File: config.mk
export PLATFORM = sky130hd
export DESIGN_NAME = q4q8_merge
export DESIGN_NICKNAME = d
export VERILOG_FILES = /design/src/rtl/q4q8_pkg.sv /design/src/rtl/q4q8_merge.sv
export SDC_FILE = /design/constraint.sdc
export NUM_CORES = 1
export LEC_CHECK = 0
export BUFFER_PORTS_ARGS = -buffer_cell sky130_fd_sc_hd__buf_4
export CAP_MARGIN = 0
export CORE_ASPECT_RATIO = 2
export CORE_MARGIN = 5
export CORE_UTILIZATION = 30
export DETAILED_ROUTE_END_ITERATION = 10
export PLACE_DENSITY = 0.58
export SYNTH_ARGS = -nofsm -noshare
export SYNTH_HDL_FRONTEND = slang
export SYNTH_SLANG_ARGS = --single-unit
File: constraint.sdc
create_clock -name clk -period 7.35 [get_ports clk]
set_input_delay 1.47 -clock clk [delete_from_list [all_inputs] [get_ports clk]]
set_output_delay 1.47 -clock clk [all_outputs]
set_load 0.02 [all_outputs]
File: src/rtl/q4q8_pkg.sv
// Shared constants, types and helper functions of the Q4 x Q8 block dot product unit.
package q4q8_pkg;

  localparam int LANES      = 4;
  localparam int LANE_ELEMS = 8;
  localparam int WORD_W     = 64;
  localparam int NIB_W      = 4;
  localparam int PSUM_W     = 15;
  localparam int SUM_W      = 17;
  localparam int EXP_W      = 10;

  localparam logic [NIB_W-1:0] NIB_BIAS     = 4'd8;
  localparam logic [31:0]      QNAN_BITS    = 32'h7FC0_0000;
  localparam logic [4:0]       HALF_EXP_MAX = 5'h1F;
  localparam logic [7:0]       F32_EXP_MAX  = 8'hFF;

  // Result class of the accumulate path
  localparam logic [1:0] CLS_NUM  = 2'd0;
  localparam logic [1:0] CLS_ZERO = 2'd1;
  localparam logic [1:0] CLS_INF  = 2'd2;
  localparam logic [1:0] CLS_NAN  = 2'd3;

  typedef logic signed [EXP_W-1:0] exp_t;

  // Exponent given to a zero operand so that it always loses the swap
  localparam exp_t ZERO_EXP = -10'sd256;

  typedef struct packed {
    logic vld;
    logic last;
  } ctl_t;

  // Unpacked half: man normalized with its leading one at bit 10, exp of that bit
  typedef struct packed {
    logic        sign;
    logic        zero;
    logic        inf;
    logic        nan;
    exp_t        exp;
    logic [10:0] man;
  } half_t;

  // Normalized integer block sum: magnitude with leading one at bit 15
  typedef struct packed {
    logic        neg;
    logic        zero;
    exp_t        exp;
    logic [15:0] man;
  } sumn_t;

  // Scaled block product: man normalized with its leading one at bit 35
  typedef struct packed {
    logic        sign;
    logic        zero;
    logic        inf;
    logic        nan;
    exp_t        exp;
    logic [35:0] man;
  } fpn_t;

  // Count leading zeros of a left-aligned word
  function automatic logic [5:0] lead_zeros(input logic [40:0] v);
    logic [5:0] n;
    n = '0;
    for (int i = 0; i < 41; i++) begin
      if (v[i]) n = 6'(40 - i);
    end
    return n;
  endfunction

  // Split half bits into class flags and a normalized mantissa
  function automatic half_t half_unpack(input logic [15:0] h);
    half_t       u;
    logic [4:0]  e5;
    logic [9:0]  f;
    logic [10:0] m;
    logic [5:0]  lz;
    e5     = h[14:10];
    f      = h[9:0];
    m      = {e5 != 5'd0, f};
    lz     = lead_zeros({m, 30'b0});
    u.sign = h[15];
    u.nan  = (e5 == HALF_EXP_MAX) && (f != 10'd0);
    u.inf  = (e5 == HALF_EXP_MAX) && (f == 10'd0);
    u.zero = (e5 == 5'd0) && (f == 10'd0);
    u.man  = m << lz[3:0];
    u.exp  = ((e5 != 5'd0) ? ($signed({5'b0, e5}) - 10'sd15) : -10'sd14)
             - $signed({4'b0, lz});
    return u;
  endfunction

endpackage

File: src/rtl/q4q8_merge.sv
// Merge stage: adds the lane sums and normalizes the block sum and both scales.
module q4q8_merge import q4q8_pkg::*; (
  input  logic                         clk,
  input  logic                         rst_n,
  input  logic                         adv,
  input  ctl_t                         ctl1,
  input  logic [LANES-1:0][PSUM_W-1:0] psum,
  input  logic [15:0]                  ws1,
  input  logic [15:0]                  as1,
  output ctl_t                         ctl2_r,
  output sumn_t                        sumn_r,
  output half_t                        wsh_r,
  output half_t                        ash_r
);

  logic signed [SUM_W-1:0] total;
  logic [SUM_W-1:0]        mag17;
  logic [15:0]             mag;
  logic [5:0]              lz;
  sumn_t                   sumn_nxt;

  // Sum the lanes, take magnitude and normalize it
  always_comb begin
    total = '0;
    for (int k = 0; k < LANES; k++) begin
      total = total + SUM_W'($signed(psum[k]));
    end
    mag17         = total[SUM_W-1] ? SUM_W'(-total) : SUM_W'(total);
    mag           = mag17[15:0];
    lz            = lead_zeros({mag, 25'b0});
    sumn_nxt.neg  = total[SUM_W-1];
    sumn_nxt.zero = (mag == 16'd0);
    sumn_nxt.man  = mag << lz[3:0];
    sumn_nxt.exp  = 10'sd15 - $signed({4'b0, lz});
  end

  always_ff @(posedge clk) begin
    if (!rst_n) begin
      ctl2_r <= '0;
    end else if (adv) begin
      ctl2_r <= ctl1;
    end
  end

  always_ff @(posedge clk) begin
    if (adv) begin
      sumn_r <= sumn_nxt;
      wsh_r  <= half_unpack(ws1);
      ash_r  <= half_unpack(as1);
    end
  end

endmodule

==> results.toml <==
[run_status]
run_status = "finished, final reports clean"

[routing]
wl_per_cell_um = 16.8
route.detailed.drc = 0
vias = 6767
routed_wl_um = 22400
first_pass_iters = 5
viasPerCell = 5.07
drt_iter0_markers = 316
ant_nets = 0

[critical_path]
worst_setup_path_end_kind = "flip-flop"
start_kind = "primary input"
worst_path_max_delay_cell = "fa_1"
path_max_fanout = 9
path_delay_family = "compound AO/OA/AOI/OAI gates"
r2r_setup_slack_ps = 6740
crit_required_ps = 7500
cp_slowest_stage_delay_ps = 560
arrival_ps = 7020
worstSetupPathType = "in -> reg"
timing.critical_path.buf_inv = 5
worstPathCellList = "buf_4 > inv_1 > fa_1 > fa_1 > inv_1 > ha_1 > inv_1 > fa_1 > or3b_1 > nor2_1 > o21ai_1 > nor2_1 > buf_4 > nand3_1 > a211oi_1 > a2bb2oi_1 > o32a_1 > a31oi_1 > or3_1 > o2111a_1 > o311ai_1"

[logic_synthesis]
yosysWarnings = 0
avgSynthCellArea_um2 = 9.19
seq_area_frac_synth_pct = 29.7
synth_edf_count = 72
syn_area_um2 = 7410
synth_cell_types = 95
synth-main-ff-cell = "edfxtp_1"
ys_async_sr_fraction_pct = 0
ys_seq_elements = 74
syn-instance-count = 806

[power]
power_density_nw_per_um2 = 503
ir_drop_mv = 0.223
power.total_uw = 4800
power.leakage_uw = 0.00427

[place]
hpwlAfterDp_um = 19000
placed_area_um2 = 9200
gp_congestion = 0.927
io_buffer_count = 170

[die]
num_rows = 81
dieArea_um2 = 28100
die_height_um = 232
start_util_pct = 30.3
core_area_um2 = 24400
num_io_pins = 177
die_w_um = 121

[global_routing]
grt_max_degree = 75
grt_pass1_vias = 6923
antenna_found_initial = 0
overflow = 0
grt_pass1_wl_um = 35400
grt_usage_pct = 16.0

[layout]
diodes = 0
area_delta_synth_final_pct = 28.6
n_fill_cell = 2496
nNetsFinal = 1157
layout-drive-gt1-share_pct = 27.0
finalInstanceArea_um2 = 9530

[sta]
hold_viol = 0
slew_headroom_pct = 30.4
setup-tns-final_ps = 0
rsz0062_at_grt = "no"
min_period_ps = 6870
drv_slew = 0
tightest_slew_ps = 1030
finalClockSkew_ps = 0
fmax_mhz = 146
finalSetupViolCount = 0
period_share_pct = 93.4

[min_path]
hold_class = "reg -> reg"

[cts]
root_buffer = "clkbuf_16"
cts_tree = "built"
htree_levels = 3
clockBufferDepth = 2
clk_pin_slew_ps = 60
cts.sinks = 74
cts_resized = 0
cts-hold-fix-buffers = 0
post_cts_buffers = 0
clk_latency_ps = 340
numCtsBuffers = 9

[job]
maxCapViolCount = 0
[sequential cells by signal, summed over array words and instances (netlist names)]
register and flops:
ctl2_r 2, wsh_r 25, sumn_r 22, ash_r 25
[final timing paths]
check	from	to	depth (start not counted)
worst max-delay path	psum[1]	sumn_r[13]	21
worst min-delay path	ctl2_r[0]	ctl2_r[0]	2
worst max register to register	ctl2_r[1]	ctl2_r[1]	2
worst min register to register	ctl2_r[0]	ctl2_r[0]	2
[final cells by class]
class	instances	area, um^2	area share, %
inverter	109	409	4.29
tap	332	415	4.36
clock buffer	9	225	2.36
timing repair buffer	206	1560	16.4
sequential	74	2200	23.1
multi-input combinational	597	4620	48.5
clock inverter	7	101	1.06
[synthesized netlist by cell type (6+ instances only)]
cell type,instances,area [um^2]
nor3_1,29,145
and3_1,10,62.6
mux2i_1,26,260
a21oi_1,33,165
o31ai_1,6,45.0
o211ai_1,12,90.1
a22oi_1,6,45.0
inv_1,103,387
edfxtp_1,72,2160
a31oi_1,10,62.6
and2_1,7,43.8
xor2_1,12,105
o21ai_0,31,155
clkbuf_1,8,30.0
a21o_1,15,113
nor4_1,6,37.5
nand3_1,28,140
o21ai_1,8,40.0
nor2_1,63,236
or2_2,7,43.8
nor2b_1,10,62.6
ha_1,30,375
nand4_1,10,62.6
o22ai_1,6,37.5
a211oi_1,12,90.1
nand2b_1,8,50.1
buf_4,12,90.1
fa_1,33,661
xnor2_1,23,201
nand2_1,47,176
[stage by stage]
step / hold WS [ps] / utilization (%) / worst slack [ps] / instances
3_5_place_dp: 512 / 37.7 / 142 / 1318
6_report: 524 / 39.0 / 484 / 1334
2_1_floorplan: 589 / - / 941 / 811
4_1_cts: 526 / 39.0 / 489 / 1334
3_3_place_gp: 507 / 37.7 / 248 / 1318
5_1_grt: 585 / 39.0 / 18.4 / 1334
[worst reg2reg max path, cell delays in order (launching register included)]
cell and delay [ps]:
dfxtp_1 310, mux2i_1 130, nor2b_1 60
[per-layer routing]
metal	share of wire [%]	global-route usage, %	wire, um
met5	0	0	0
met4	4.9	8.97	1100
met3	4.5	2.05	1000
met2	60	33.8	13500
met1	31	13.6	6840
[cells in the final DEF (no fill, tap or decap), types with 7 or more instances in the layout]
master,count
nand4_1,10
and2_1,7
xnor2_1,23
a31oi_1,10
nor2b_1,10
nand2_1,47
o21ai_1,8
nor2_1,63
mux2i_1,26
a21oi_1,33
and3_1,10
a211oi_1,12
xor2_1,12
nand2b_1,8
fa_1,33
o21ai_0,31
nor3_1,29
buf_4,205
edfxtp_1,72
clkbuf_16,9
inv_1,103
a21o_1,15
or2_2,7
o211ai_1,12
nand3_1,28
ha_1,30
[report_power, final]
part           internal (uW)  switching [uW]  total, uW
Sequential               654            31.5        686
Combinational           1460            2180       3630
Clock                    300             177        476
Total                   2410            2390       4800
[logic make-up (layout without fill, tap and decap cells)]
| family | after synthesis | after routing | synth area share, % |
|---|---|---|---|
| mux | 31 | 31 | 4.27 |
| other cells | 1 | 6 | 0.0506 |
| fa+ha+maj | 63 | 63 | 14.0 |
| buf+inv | 140 | 331 | 8.22 |
| flops | 74 | 74 | 29.7 |
| compound gates | 204 | 204 | 20.5 |
| simple gates | 254 | 254 | 18.0 |
| xor+xnor | 39 | 39 | 5.22 |
(Power assumes the default switching activity.)
