$ cat src/rtl/q4q8_pkg.sv
// Shared constants, types and helper functions of the Q4 x Q8 block dot product unit.
package q4q8_pkg;

  localparam int LANES      = 4;
  localparam int LANE_ELEMS = 8;
  localparam int WORD_W     = 64;
  localparam int NIB_W      = 4;
  localparam int PSUM_W     = 15;
  localparam int SUM_W      = 17;
  localparam int EXP_W      = 10;

  localparam logic [NIB_W-1:0] NIB_BIAS     = 4'd8;
  localparam logic [31:0]      QNAN_BITS    = 32'h7FC0_0000;
  localparam logic [4:0]       HALF_EXP_MAX = 5'h1F;
  localparam logic [7:0]       F32_EXP_MAX  = 8'hFF;

  // Result class of the accumulate path
  localparam logic [1:0] CLS_NUM  = 2'd0;
  localparam logic [1:0] CLS_ZERO = 2'd1;
  localparam logic [1:0] CLS_INF  = 2'd2;
  localparam logic [1:0] CLS_NAN  = 2'd3;

  typedef logic signed [EXP_W-1:0] exp_t;

  // Exponent given to a zero operand so that it always loses the swap
  localparam exp_t ZERO_EXP = -10'sd256;

  typedef struct packed {
    logic vld;
    logic last;
  } ctl_t;

  // Unpacked half: man normalized with its leading one at bit 10, exp of that bit
  typedef struct packed {
    logic        sign;
    logic        zero;
    logic        inf;
    logic        nan;
    exp_t        exp;
    logic [10:0] man;
  } half_t;

  // Normalized integer block sum: magnitude with leading one at bit 15
  typedef struct packed {
    logic        neg;
    logic        zero;
    exp_t        exp;
    logic [15:0] man;
  } sumn_t;

  // Scaled block product: man normalized with its leading one at bit 35
  typedef struct packed {
    logic        sign;
    logic        zero;
    logic        inf;
    logic        nan;
    exp_t        exp;
    logic [35:0] man;
  } fpn_t;

  // Count leading zeros of a left-aligned word
  function automatic logic [5:0] lead_zeros(input logic [40:0] v);
    logic [5:0] n;
    n = '0;
    for (int i = 0; i < 41; i++) begin
      if (v[i]) n = 6'(40 - i);
    end
    return n;
  endfunction

  // Split half bits into class flags and a normalized mantissa
  function automatic half_t half_unpack(input logic [15:0] h);
    half_t       u;
    logic [4:0]  e5;
    logic [9:0]  f;
    logic [10:0] m;
    logic [5:0]  lz;
    e5     = h[14:10];
    f      = h[9:0];
    m      = {e5 != 5'd0, f};
    lz     = lead_zeros({m, 30'b0});
    u.sign = h[15];
    u.nan  = (e5 == HALF_EXP_MAX) && (f != 10'd0);
    u.inf  = (e5 == HALF_EXP_MAX) && (f == 10'd0);
    u.zero = (e5 == 5'd0) && (f == 10'd0);
    u.man  = m << lz[3:0];
    u.exp  = ((e5 != 5'd0) ? ($signed({5'b0, e5}) - 10'sd15) : -10'sd14)
             - $signed({4'b0, lz});
    return u;
  endfunction

endpackage

$ cat src/rtl/q4q8_lane.sv
// One lane: signed dot product of eight 4-bit weights with eight 8-bit activations.
module q4q8_lane import q4q8_pkg::*; (
  input  logic                                   clk,
  input  logic                                   en,
  input  logic [LANE_ELEMS-1:0][NIB_W-1:0]       w_nib,
  input  logic [WORD_W-1:0]                      act_word,
  output logic signed [PSUM_W-1:0]               psum_r
);

  logic signed [4:0]        wv   [LANE_ELEMS];
  logic signed [7:0]        av   [LANE_ELEMS];
  logic signed [12:0]       prod [LANE_ELEMS];
  logic signed [PSUM_W-1:0] psum_nxt;

  // Remove the weight bias, multiply and sum the eight elements
  always_comb begin
    psum_nxt = '0;
    for (int i = 0; i < LANE_ELEMS; i++) begin
      wv[i]    = $signed({1'b0, w_nib[i]}) - $signed({1'b0, NIB_BIAS});
      av[i]    = $signed(act_word[8*i +: 8]);
      prod[i]  = wv[i] * av[i];
      psum_nxt = psum_nxt + PSUM_W'(prod[i]);
    end
  end

  // Capture the lane sum when an item is taken
  always_ff @(posedge clk) begin
    if (en) begin
      psum_r <= psum_nxt;
    end
  end

endmodule

$ cat config.mk
export PLATFORM = sky130hd
export DESIGN_NAME = q4q8_lane
export DESIGN_NICKNAME = d
export VERILOG_FILES = /design/src/rtl/q4q8_pkg.sv /design/src/rtl/q4q8_lane.sv
export SDC_FILE = /design/constraint.sdc
export NUM_CORES = 1
export LEC_CHECK = 0
export BUFFER_PORTS_ARGS = -buffer_cell sky130_fd_sc_hd__buf_2
export CAP_MARGIN = 20
export CELL_PAD_IN_SITES_DETAIL_PLACEMENT = 0
export CELL_PAD_IN_SITES_GLOBAL_PLACEMENT = 1
export CORE_MARGIN = 2
export CORE_UTILIZATION = 46
export CTS_BUF_LIST = sky130_fd_sc_hd__clkbuf_8
export CTS_CLUSTER_DIAMETER = 200
export DETAILED_ROUTE_END_ITERATION = 16
export GPL_TIMING_DRIVEN = 0
export PLACE_DENSITY = 0.91
export SLEW_MARGIN = 0
export SYNTH_ARGS = -nofsm -noshare
export SYNTH_HDL_FRONTEND = slang
export SYNTH_SLANG_ARGS = --single-unit
$ cat constraint.sdc
create_clock -name clk -period 7.2 [get_ports clk]
set_clock_uncertainty 0.05 [all_clocks]
set_input_delay 0.36 -clock clk [delete_from_list [all_inputs] [get_ports clk]]
set_output_delay 0.36 -clock clk [all_outputs]
set_load 0.01 [all_outputs]
==> impl_metrics.csv <==
group,metric,value,unit
status,status,"finished clean",
logic_synthesis,yosys.area.top_type,"fa_1",
place,placed_cell_area,14400,sq um
worst_setup_path,critPathTopFamily,"adder cells",
route,vias,8603,
clock_tree,clk_pin_slew_worst_paths,0.06,ns
global_routing,grtUsageTotal,0.199,
route,top_layer,"met5",
worst_setup_path,cp_slowest_cell,"fa_1",
logic_synthesis,synth_top_area_share,0.591,
clock_tree,post_cts_buffers,0,
worst_setup_path,cp-startpoint,"w_nib[23]",
final_layout,largest_reg_flops,15,
global_routing,grt_max_degree,18,
timing,finalSetupViolCount,0,
route,firstDrtPassIters,4,
worst_setup_path,start_kind,"primary input",
logic_synthesis,yosys_warnings,0,
place,dpl.hpwl,26400,um
clock_tree,cts_buffers,3,
final_layout,nets,2018,
worst_setup_path,crit_cells,20,
route,drt-met1-wl,10800,um
final_layout,final_common_cell,"inv_1",
logic_synthesis,synth_area,13400,sq um
global_routing,grt_pass1_wl,48000,um
final_layout,regMostFlops,"psum_r",
clock_tree,cts_sinks,15,
timing,period_needed,6.98,ns
worst_setup_path,required,7.12,ns
logic_synthesis,ys_top_cells_by_area,"fa_1 (59%), inv_1 (12%), ha_1 (8.2%)",
hold_path,hold_class,"in -> reg",
timing,fin_tns_setup,0,ns
floorplan,die_w,175,um
floorplan,io_pins,113,
route,drt_iter0_drc,342,
floorplan,die_area,30500,sq um
timing,hold_viol,0,
route,postRouteAntennaNets,0,
logic_synthesis,synthFlopType,"edfxtp_1",
worst_setup_path,critPathMaxStageDelay,0.59,ns
timing,slew_headroom,0.697,
worst_setup_path,arrival,6.90,ns
clock_tree,clockBufferDepth,2,
logic_synthesis,synth-edff-count,15,
logic_synthesis,avgSynthCellArea,10.1,sq um
global_routing,grt_pass1_vias,9718,
worst_setup_path,cpMostUsedCell,"fa_1",
clock_tree,clockRootBuffer,"clkbuf_8",
route,avgRoutedWirePerCell,15.1,um
worst_setup_path,cp.buffers_inverters,4,
clock_tree,cts_max_level,1,
final_layout,fillerInstances,2638,
place,place.gp.congestion,0.844,
hold_path,min_path_cells,1,
timing,rsz0062_at_grt,"false",
final_layout,area_growth,8.33,%
floorplan,die_y,175,um
timing,timing.fmax,143,MHz
place,io_buffers,111,
global_routing,antenna_found_initial,6,
final_layout,most-common-layout-cells,"inv_1 (417), fa_1 (394), and2_1 (111), buf_2 (107), nand2_1 (95)",
logic_synthesis,syn_inst,1329,
logic_synthesis,synthArstFlopShare,0,
final_layout,reg.largest.list,"psum_r x15",
floorplan,coreArea,28700,sq um
floorplan,start_util,0.466,
route,routed_via_density,4.72,
clock_tree,cts_tree,"yes",
route,drc_errors,0,
logic_synthesis,yosysSeqAreaShare,0.0337,
worst_setup_path,critPathCaptureType,"register",
logic_synthesis,ys_ff_latch,15,
worst_setup_path,worstSetupPathType,"in -> reg",
worst_setup_path,crit_end,"psum_r[14]$_DFFE_PP_",
route,route.met3.wl,1060,um
timing,slew_viol_final,0,
global_routing,grt.overflow.total,0,
logic_synthesis,synth_nets,1910,
run,maxCapViolCount,0,
route,totalWireLength,27600,um
place,pre_cts_slack,-0.405,ns
final_layout,fin_area,14500,sq um
timing,fin_crit_sh,0.970,
logic_synthesis,ys_types,33,
floorplan,row_count,62,
final_layout,drive_gt1_frac,0.109,
route,wl_met2,15300,um
worst_setup_path,crit_chain,"buf_4 > or2_2 > fa_1 > inv_1 > fa_1 > inv_1 > fa_1 > inv_1 > fa_1 > fa_2 > fa_1 > fa_1 > fa_1 > fa_1 > ha_4 > and4_2 > a221oi_4 > nand2_2 > a221oi_2 > xnor2_1",
timing,setup_ws,0.219,ns
timing,tightest_slew,0.455,ns
timing,timing.hold.ws,0.490,ns
worst_setup_path,path_max_fanout,15,
[layout make-up]
| type | count | area, sq um | share of cell area |
|---|---|---|---|
| Multi-Input combinational cell | 886 | 11400 | 0.784 |
| Inverter | 418 | 1570 | 0.108 |
| Timing Repair Buffer | 111 | 566 | 0.0390 |
| Tap cell | 384 | 480 | 0.0332 |
| Sequential cell | 15 | 450 | 0.0311 |
| Clock buffer | 3 | 41.3 | 0.00285 |
| Buffer | 2 | 8.76 | 0.000604 |
| Clock inverter | 1 | 5.00 | 0.000345 |
| Antenna cell | 2 | 5.00 | 0.000345 |
[synth_stat cells (10+ instances only)]
| master | instances |
|---|---|
| inv_1 | 418 |
| fa_1 | 395 |
| and2_1 | 111 |
| nand2_1 | 95 |
| ha_1 | 88 |
| nor2_1 | 42 |
| nor2b_1 | 41 |
| xnor2_1 | 32 |
| or2_2 | 28 |
| nand2b_1 | 16 |
| edfxtp_1 | 15 |
| clkbuf_1 | 10 |
[metal layers]
metal  vias to the layer above  GRT usage
met5                         -          0
met4                         4     0.0302
met3                        32     0.0223
met2                       155      0.369
met1                      4484      0.255
li1                       3928          -
[logic make-up after synthesis]
| family | after synthesis | share of synthesized area |
|---|---|---|
| fa+ha+maj | 484 | 0.674 |
| buf+inv | 428 | 0.120 |
| xor+xnor | 38 | 0.0249 |
| flops | 15 | 0.0337 |
| simple gates | 342 | 0.135 |
| compound gates | 22 | 0.0123 |
[through the flow]
stage	std cells	utilization
final	1822	0.505
after global routing	1822	0.505
after CTS	1823	0.504
after detailed placement	1824	0.502
after global placement	1824	0.502
after floorplan	1329	-
[timing repair]
item,in CTS,in global routing
hold buffers,0,0
pin swaps,0,9
endpoints found under the hold margin,0,0
setup endpoints to repair,2,3
resized for setup,3,12
[worst min-delay path by stage]
stage	startpoint	to	slack (ns)
floorplan	en	psum_r[0]$_DFFE_PP_	0.42
global placement	psum_r[4]$_DFFE_PP_	psum_r[4]	0.72
detailed placement	psum_r[4]$_DFFE_PP_	psum_r[4]	0.72
CTS	en	psum_r[7]$_DFFE_PP_	0.49
global route	en	psum_r[7]$_DFFE_PP_	0.50
finish	en	psum_r[9]$_DFFE_PP_	0.49
Power is left out: the tool's default activity adds up to more than one toggle a clock period on the data nets, which glitch-free logic cannot reach.
