[src/rtl/q4q8_pkg.sv]
// Shared constants, types and helper functions of the Q4 x Q8 block dot product unit.
package q4q8_pkg;

  localparam int LANES      = 4;
  localparam int LANE_ELEMS = 8;
  localparam int WORD_W     = 64;
  localparam int NIB_W      = 4;
  localparam int PSUM_W     = 15;
  localparam int SUM_W      = 17;
  localparam int EXP_W      = 10;

  localparam logic [NIB_W-1:0] NIB_BIAS     = 4'd8;
  localparam logic [31:0]      QNAN_BITS    = 32'h7FC0_0000;
  localparam logic [4:0]       HALF_EXP_MAX = 5'h1F;
  localparam logic [7:0]       F32_EXP_MAX  = 8'hFF;

  // Result class of the accumulate path
  localparam logic [1:0] CLS_NUM  = 2'd0;
  localparam logic [1:0] CLS_ZERO = 2'd1;
  localparam logic [1:0] CLS_INF  = 2'd2;
  localparam logic [1:0] CLS_NAN  = 2'd3;

  typedef logic signed [EXP_W-1:0] exp_t;

  // Exponent given to a zero operand so that it always loses the swap
  localparam exp_t ZERO_EXP = -10'sd256;

  typedef struct packed {
    logic vld;
    logic last;
  } ctl_t;

  // Unpacked half: man normalized with its leading one at bit 10, exp of that bit
  typedef struct packed {
    logic        sign;
    logic        zero;
    logic        inf;
    logic        nan;
    exp_t        exp;
    logic [10:0] man;
  } half_t;

  // Normalized integer block sum: magnitude with leading one at bit 15
  typedef struct packed {
    logic        neg;
    logic        zero;
    exp_t        exp;
    logic [15:0] man;
  } sumn_t;

  // Scaled block product: man normalized with its leading one at bit 35
  typedef struct packed {
    logic        sign;
    logic        zero;
    logic        inf;
    logic        nan;
    exp_t        exp;
    logic [35:0] man;
  } fpn_t;

  // Count leading zeros of a left-aligned word
  function automatic logic [5:0] lead_zeros(input logic [40:0] v);
    logic [5:0] n;
    n = '0;
    for (int i = 0; i < 41; i++) begin
      if (v[i]) n = 6'(40 - i);
    end
    return n;
  endfunction

  // Split half bits into class flags and a normalized mantissa
  function automatic half_t half_unpack(input logic [15:0] h);
    half_t       u;
    logic [4:0]  e5;
    logic [9:0]  f;
    logic [10:0] m;
    logic [5:0]  lz;
    e5     = h[14:10];
    f      = h[9:0];
    m      = {e5 != 5'd0, f};
    lz     = lead_zeros({m, 30'b0});
    u.sign = h[15];
    u.nan  = (e5 == HALF_EXP_MAX) && (f != 10'd0);
    u.inf  = (e5 == HALF_EXP_MAX) && (f == 10'd0);
    u.zero = (e5 == 5'd0) && (f == 10'd0);
    u.man  = m << lz[3:0];
    u.exp  = ((e5 != 5'd0) ? ($signed({5'b0, e5}) - 10'sd15) : -10'sd14)
             - $signed({4'b0, lz});
    return u;
  endfunction

endpackage

[src/rtl/q4q8_scale.sv]
// Scale stages: block sum times weight scale rounded to fp32, then exact times activation scale.
module q4q8_scale import q4q8_pkg::*; (
  input  logic  clk,
  input  logic  rst_n,
  input  logic  adv,
  input  ctl_t  ctl2,
  input  sumn_t sumn,
  input  half_t wsh,
  input  half_t ash,
  output ctl_t  ctl5_r,
  output fpn_t  pval_r
);

  typedef struct packed {
    logic sign;
    logic zero;
    logic inf;
    logic nan;
  } flag_t;

  ctl_t        ctl3_r, ctl4_r;
  logic [26:0] prod3_r;
  exp_t        e3_r;
  flag_t       pf3_r, pf3_nxt;
  half_t       ash3_r, ash4_r;

  logic [23:0] pfm4_r, pfm_nxt;
  exp_t        pfe4_r, pfe_nxt;
  flag_t       pf4_r;

  logic        top;
  logic [23:0] mk;
  logic        rb, st, inc;
  logic [24:0] mr;

  logic [34:0] prod5;
  fpn_t        pval_nxt;

  // Class of the weight-side product
  always_comb begin
    pf3_nxt.nan  = wsh.nan | (wsh.inf & sumn.zero);
    pf3_nxt.inf  = wsh.inf & ~sumn.zero;
    pf3_nxt.zero = (sumn.zero | wsh.zero) & ~pf3_nxt.nan;
    pf3_nxt.sign = sumn.neg ^ wsh.sign;
  end

  // Round the 27-bit product to 24 bits, nearest even
  always_comb begin
    top     = prod3_r[26];
    mk      = top ? prod3_r[26:3] : prod3_r[25:2];
    rb      = top ? prod3_r[2] : prod3_r[1];
    st      = top ? (|prod3_r[1:0]) : prod3_r[0];
    inc     = rb & (st | mk[0]);
    mr      = {1'b0, mk} + 25'(inc);
    pfm_nxt = mr[24] ? mr[24:1] : mr[23:0];
    pfe_nxt = e3_r + $signed({9'b0, top}) + $signed({9'b0, mr[24]});
  end

  // Exact product with the activation scale
  always_comb begin
    prod5         = pfm4_r * ash4_r.man;
    pval_nxt.nan  = pf4_r.nan | ash4_r.nan | (pf4_r.inf & ash4_r.zero)
                    | (pf4_r.zero & ash4_r.inf);
    pval_nxt.inf  = ~pval_nxt.nan & (pf4_r.inf | ash4_r.inf);
    pval_nxt.zero = ~pval_nxt.nan & ~pval_nxt.inf & (pf4_r.zero | ash4_r.zero);
    pval_nxt.sign = pf4_r.sign ^ ash4_r.sign;
    pval_nxt.man  = prod5[34] ? {prod5, 1'b0} : {prod5[33:0], 2'b0};
    pval_nxt.exp  = pfe4_r + ash4_r.exp + $signed({9'b0, prod5[34]});
  end

  always_ff @(posedge clk) begin
    if (!rst_n) begin
      ctl3_r <= '0;
      ctl4_r <= '0;
      ctl5_r <= '0;
    end else if (adv) begin
      ctl3_r <= ctl2;
      ctl4_r <= ctl3_r;
      ctl5_r <= ctl4_r;
    end
  end

  always_ff @(posedge clk) begin
    if (adv) begin
      prod3_r <= sumn.man * wsh.man;
      e3_r    <= sumn.exp + wsh.exp;
      pf3_r   <= pf3_nxt;
      ash3_r  <= ash;
      pfm4_r  <= pfm_nxt;
      pfe4_r  <= pfe_nxt;
      pf4_r   <= pf3_r;
      ash4_r  <= ash3_r;
      pval_r  <= pval_nxt;
    end
  end

endmodule

[config.mk]
export PLATFORM = sky130hd
export DESIGN_NAME = q4q8_scale
export DESIGN_NICKNAME = d
export VERILOG_FILES = /design/src/rtl/q4q8_pkg.sv /design/src/rtl/q4q8_scale.sv
export SDC_FILE = /design/constraint.sdc
export NUM_CORES = 1
export LEC_CHECK = 0
export BUFFER_PORTS_ARGS = -buffer_cell sky130_fd_sc_hd__buf_2
export CORE_ASPECT_RATIO = 1.75
export CORE_MARGIN = 1.5
export CORE_UTILIZATION = 48
export DETAILED_ROUTE_END_ITERATION = 8
export PLACE_DENSITY_LB_ADDON = 0.1
export SYNTH_ARGS = -nofsm -noshare
export SYNTH_HDL_FRONTEND = slang
export SYNTH_SLANG_ARGS = --single-unit
[constraint.sdc]
create_clock -name clk -period 16.5 [get_ports clk]
set_clock_uncertainty 0.2 [all_clocks]
set_input_delay 3.3 -clock clk [delete_from_list [all_inputs] [get_ports clk]]
set_output_delay 3.3 -clock clk [all_outputs]
set_load 0.03 [all_outputs]
==> impl_metrics.py <==
metrics = {
    "global_routing": {
        "grt_max_degree": 119,
        "grt_pass1_wl_mm": 85.07,
        "track_usage": 0.2404,
        "grt_pass1_vias": 16531,
        "antenna_found_initial": 1,
        "grt_overflow_total": 0,
    },
    "die": {
        "die_h_um": 284.4,
        "start_util": 0.4842,
        "io_pins": 135,
        "die_w_um": 163.8,
        "die_area_um2": 46580,
        "placeableCoreArea_um2": 44850,
        "fp-row-count": 103,
    },
    "routing": {
        "viasPerCell": 5.388,
        "drcViolationCount": 0,
        "vias": 14996,
        "drt-initial-drc-count": 641,
        "wl_per_cell_um": 19.13,
        "antenna_left": 0,
        "first_pass_iters": 5,
        "routed_wl_mm": 53.23,
    },
    "clocking": {
        "clock_path_buffers": 2,
        "cts_root_buf": "clkbuf_16",
        "cts_resized": 0,
        "clkTransAtPathRegs_ns": 0.08,
        "cts_sinks": 184,
        "cts_buffers": 17,
        "cts_tree": "yes",
        "clk_latency_ns": 0.45,
        "cts_hold_buf": 0,
        "post_cts_buffers": 0,
        "htreeDepth": 4,
    },
    "critical_path": {
        "cp_data_arrival_time_ns": 8.82,
        "end_kind": "flip-flop",
        "slowest_stage": "edfxtp_1",
        "start_kind": "flip-flop",
        "cpMostUsedCell": "fa_1",
        "r2r-start": "ash4_r[2]",
        "r2r_cells": 29,
        "cp_max_fo": 41,
        "r2r-end": "pval_r[44]",
        "crit_type": "flip-flop to flip-flop",
        "critPathMaxStageDelay_ns": 1.14,
        "r2r_slack_ns": 7.68,
        "cp_data_required_time_ns": 16.51,
    },
    "synth": {
        "syn_area_um2": 21720,
        "synth_seq_area_share": 0.2517,
        "synth_cell_types": 76,
        "avgSynthCellArea_um2": 10.19,
        "synth_edf_count": 178,
        "synth_flop_cell": "edfxtp_1",
        "yosysTopAreaCellShare": 0.3005,
        "syn_inst": 2131,
        "ys_top_cells_by_area": "fa_1 (30%), edfxtp_1 (25%), ha_1 (9.0%)",
        "synth_warnings": 0,
        "synth_top_area_cell": "fa_1",
        "ys_async_sr_fraction": 0,
        "ys_seq_elements": 184,
        "synthesis.nets": 2697,
    },
    "sta": {
        "worst_slew_pin_slew_ns": 1.185,
        "grt_setup_unrepaired": "no",
        "fmax_mhz": 113.4,
        "finalMaxSlewViolations": 0,
        "setup_tns_ns": 0,
        "min_period_ns": 8.816,
        "fin_crit_sh": 0.5343,
        "relSlewSlack": 0.2102,
        "finalSetupViolCount": 0,
        "hold_violations": 0,
    },
    "worst_hold_path": {
        "whs_path_depth": 0,
        "worstHoldPathType": "flip-flop to flip-flop",
        "holdCritStartpoint": "ash3_r[14]",
        "holdPathEnd": "ash4_r[14]",
    },
    "place": {
        "hpwlAfterDp_mm": 42.50,
        "numPortBuffers": 133,
        "gp_congestion": 0.8590,
    },
    "final_layout": {
        "synthToLayoutAreaGrowth_pct": 7.651,
        "final_cell_mix": "nand2_1 (333), fa_1 (326), inv_1 (322)",
        "drive_gt1_frac": 0.09519,
        "final_common_cell": "nand2_1",
        "antennaDiodeCount": 0,
        "nNetsFinal": 2759,
    },
    "job": {
        "drv_cap": 0,
    },
    "outcome": {
        "status": "complete, no violations",
    },
}
## worst max-delay path by stage
stage             endpoint  slack (ns)  cells past startpoint       from
3_5_place_dp   prod3_r[26]        7.32                     20     wsh[2]
4_1_cts         pval_r[44]        7.72                     29  ash4_r[2]
6_report        pval_r[44]        7.68                     29  ash4_r[2]
3_3_place_gp   prod3_r[26]        7.41                     20     wsh[6]
5_1_grt         pval_r[44]        7.15                     29  ash4_r[2]
2_1_floorplan  prod3_r[26]        7.74                     20     wsh[2]
## routing by layer
metal	vias up	routed length, µm	track usage	share of wire
li1	6920	-	-	-
met1	7630	17330	0.2192	0.33
met2	317	31870	0.4984	0.60
met3	129	1240	0.02130	0.023
met4	0	2795	0.1259	0.053
met5	-	0	0	0
## cell type report
class                      count  area [µm²]
clock buffer                  17       425.4
clock inverter                15       191.4
fill                        4185       21470
inverter                     323        1212
multi-input combinational   1526       14630
sequential                   184        5465
tap                          577       721.9
timing repair buffer         141       734.5
## sequential cells by signal (all words and copies together) (netlist names), 4 cells and up
register and flops:
ash3_r 25, ash4_r 25, e3_r 10, pf3_r 4, pf4_r 4, pfe4_r 10
pfm4_r 24, prod3_r 27, pval_r 49
## synth_stat cells (3+ instances only)
library cell  instances
a211o_1               4
a211oi_1             12
a21boi_0              3
a21o_1               35
a21oi_1              63
a21oi_2               3
a311oi_1              4
a31oi_1               4
and2_1              179
and3_1               11
buf_2                 3
buf_4                 4
buf_6                 4
clkbuf_1             85
dfxtp_1               6
edfxtp_1            178
fa_1                326
ha_1                157
inv_1               322
mux2_1                8
mux2_2               13
mux2i_1              22
nand2_1             333
nand2b_1              6
nand2b_4              3
nand3_1              27
nand4_1              10
nor2_1               55
nor2b_1              17
nor3_1               15
o2111ai_1             3
o211ai_1              7
o21a_1               13
o21ai_0              34
o21ai_1               5
o21bai_1             12
o311a_1               4
o31ai_1               4
or3_1                 4
xnor2_1              67
xor2_1               23
## critical path, delay by kind of cell, from the launching register on
family / cells / cell delay (ns)
simple gates: 3 / 0.40
buf+inv: 6 / 0.72
flops: 1 / 1.14
compound gates: 11 / 2.23
fa+ha+maj: 8 / 3.75
xor+xnor: 1 / 0.12
## through the flow
stage                       util  hold slack (ns)  setup WS [ns]  cells  area (µm²)
final                     0.5213           0.2150          7.684   2783       23380
after global routing      0.5213           0.2224          7.153   2783       23380
after CTS                 0.5213           0.2158          7.719   2783       23380
after detailed placement  0.5075           0.2045          7.316   2751       22760
after global placement    0.5075           0.2009          7.413   2751       22760
after floorplan                -           0.2003          7.742   2131       21720
## cell families after synthesis
| family | share of synthesized area |
|---|---|
| other | 0.0001727 |
| AOI/OAI and AO/OA | 0.07346 |
| and+or+nand+nor | 0.1507 |
| buffers and inverters | 0.07501 |
| adders and majority gates | 0.3910 |
| DFF | 0.2517 |
| xor gates and xnor gates | 0.03630 |
| muxes | 0.02172 |
Power is not shown: default switching activity piles up to over one toggle a cycle in this logic, so the estimate is an artifact.
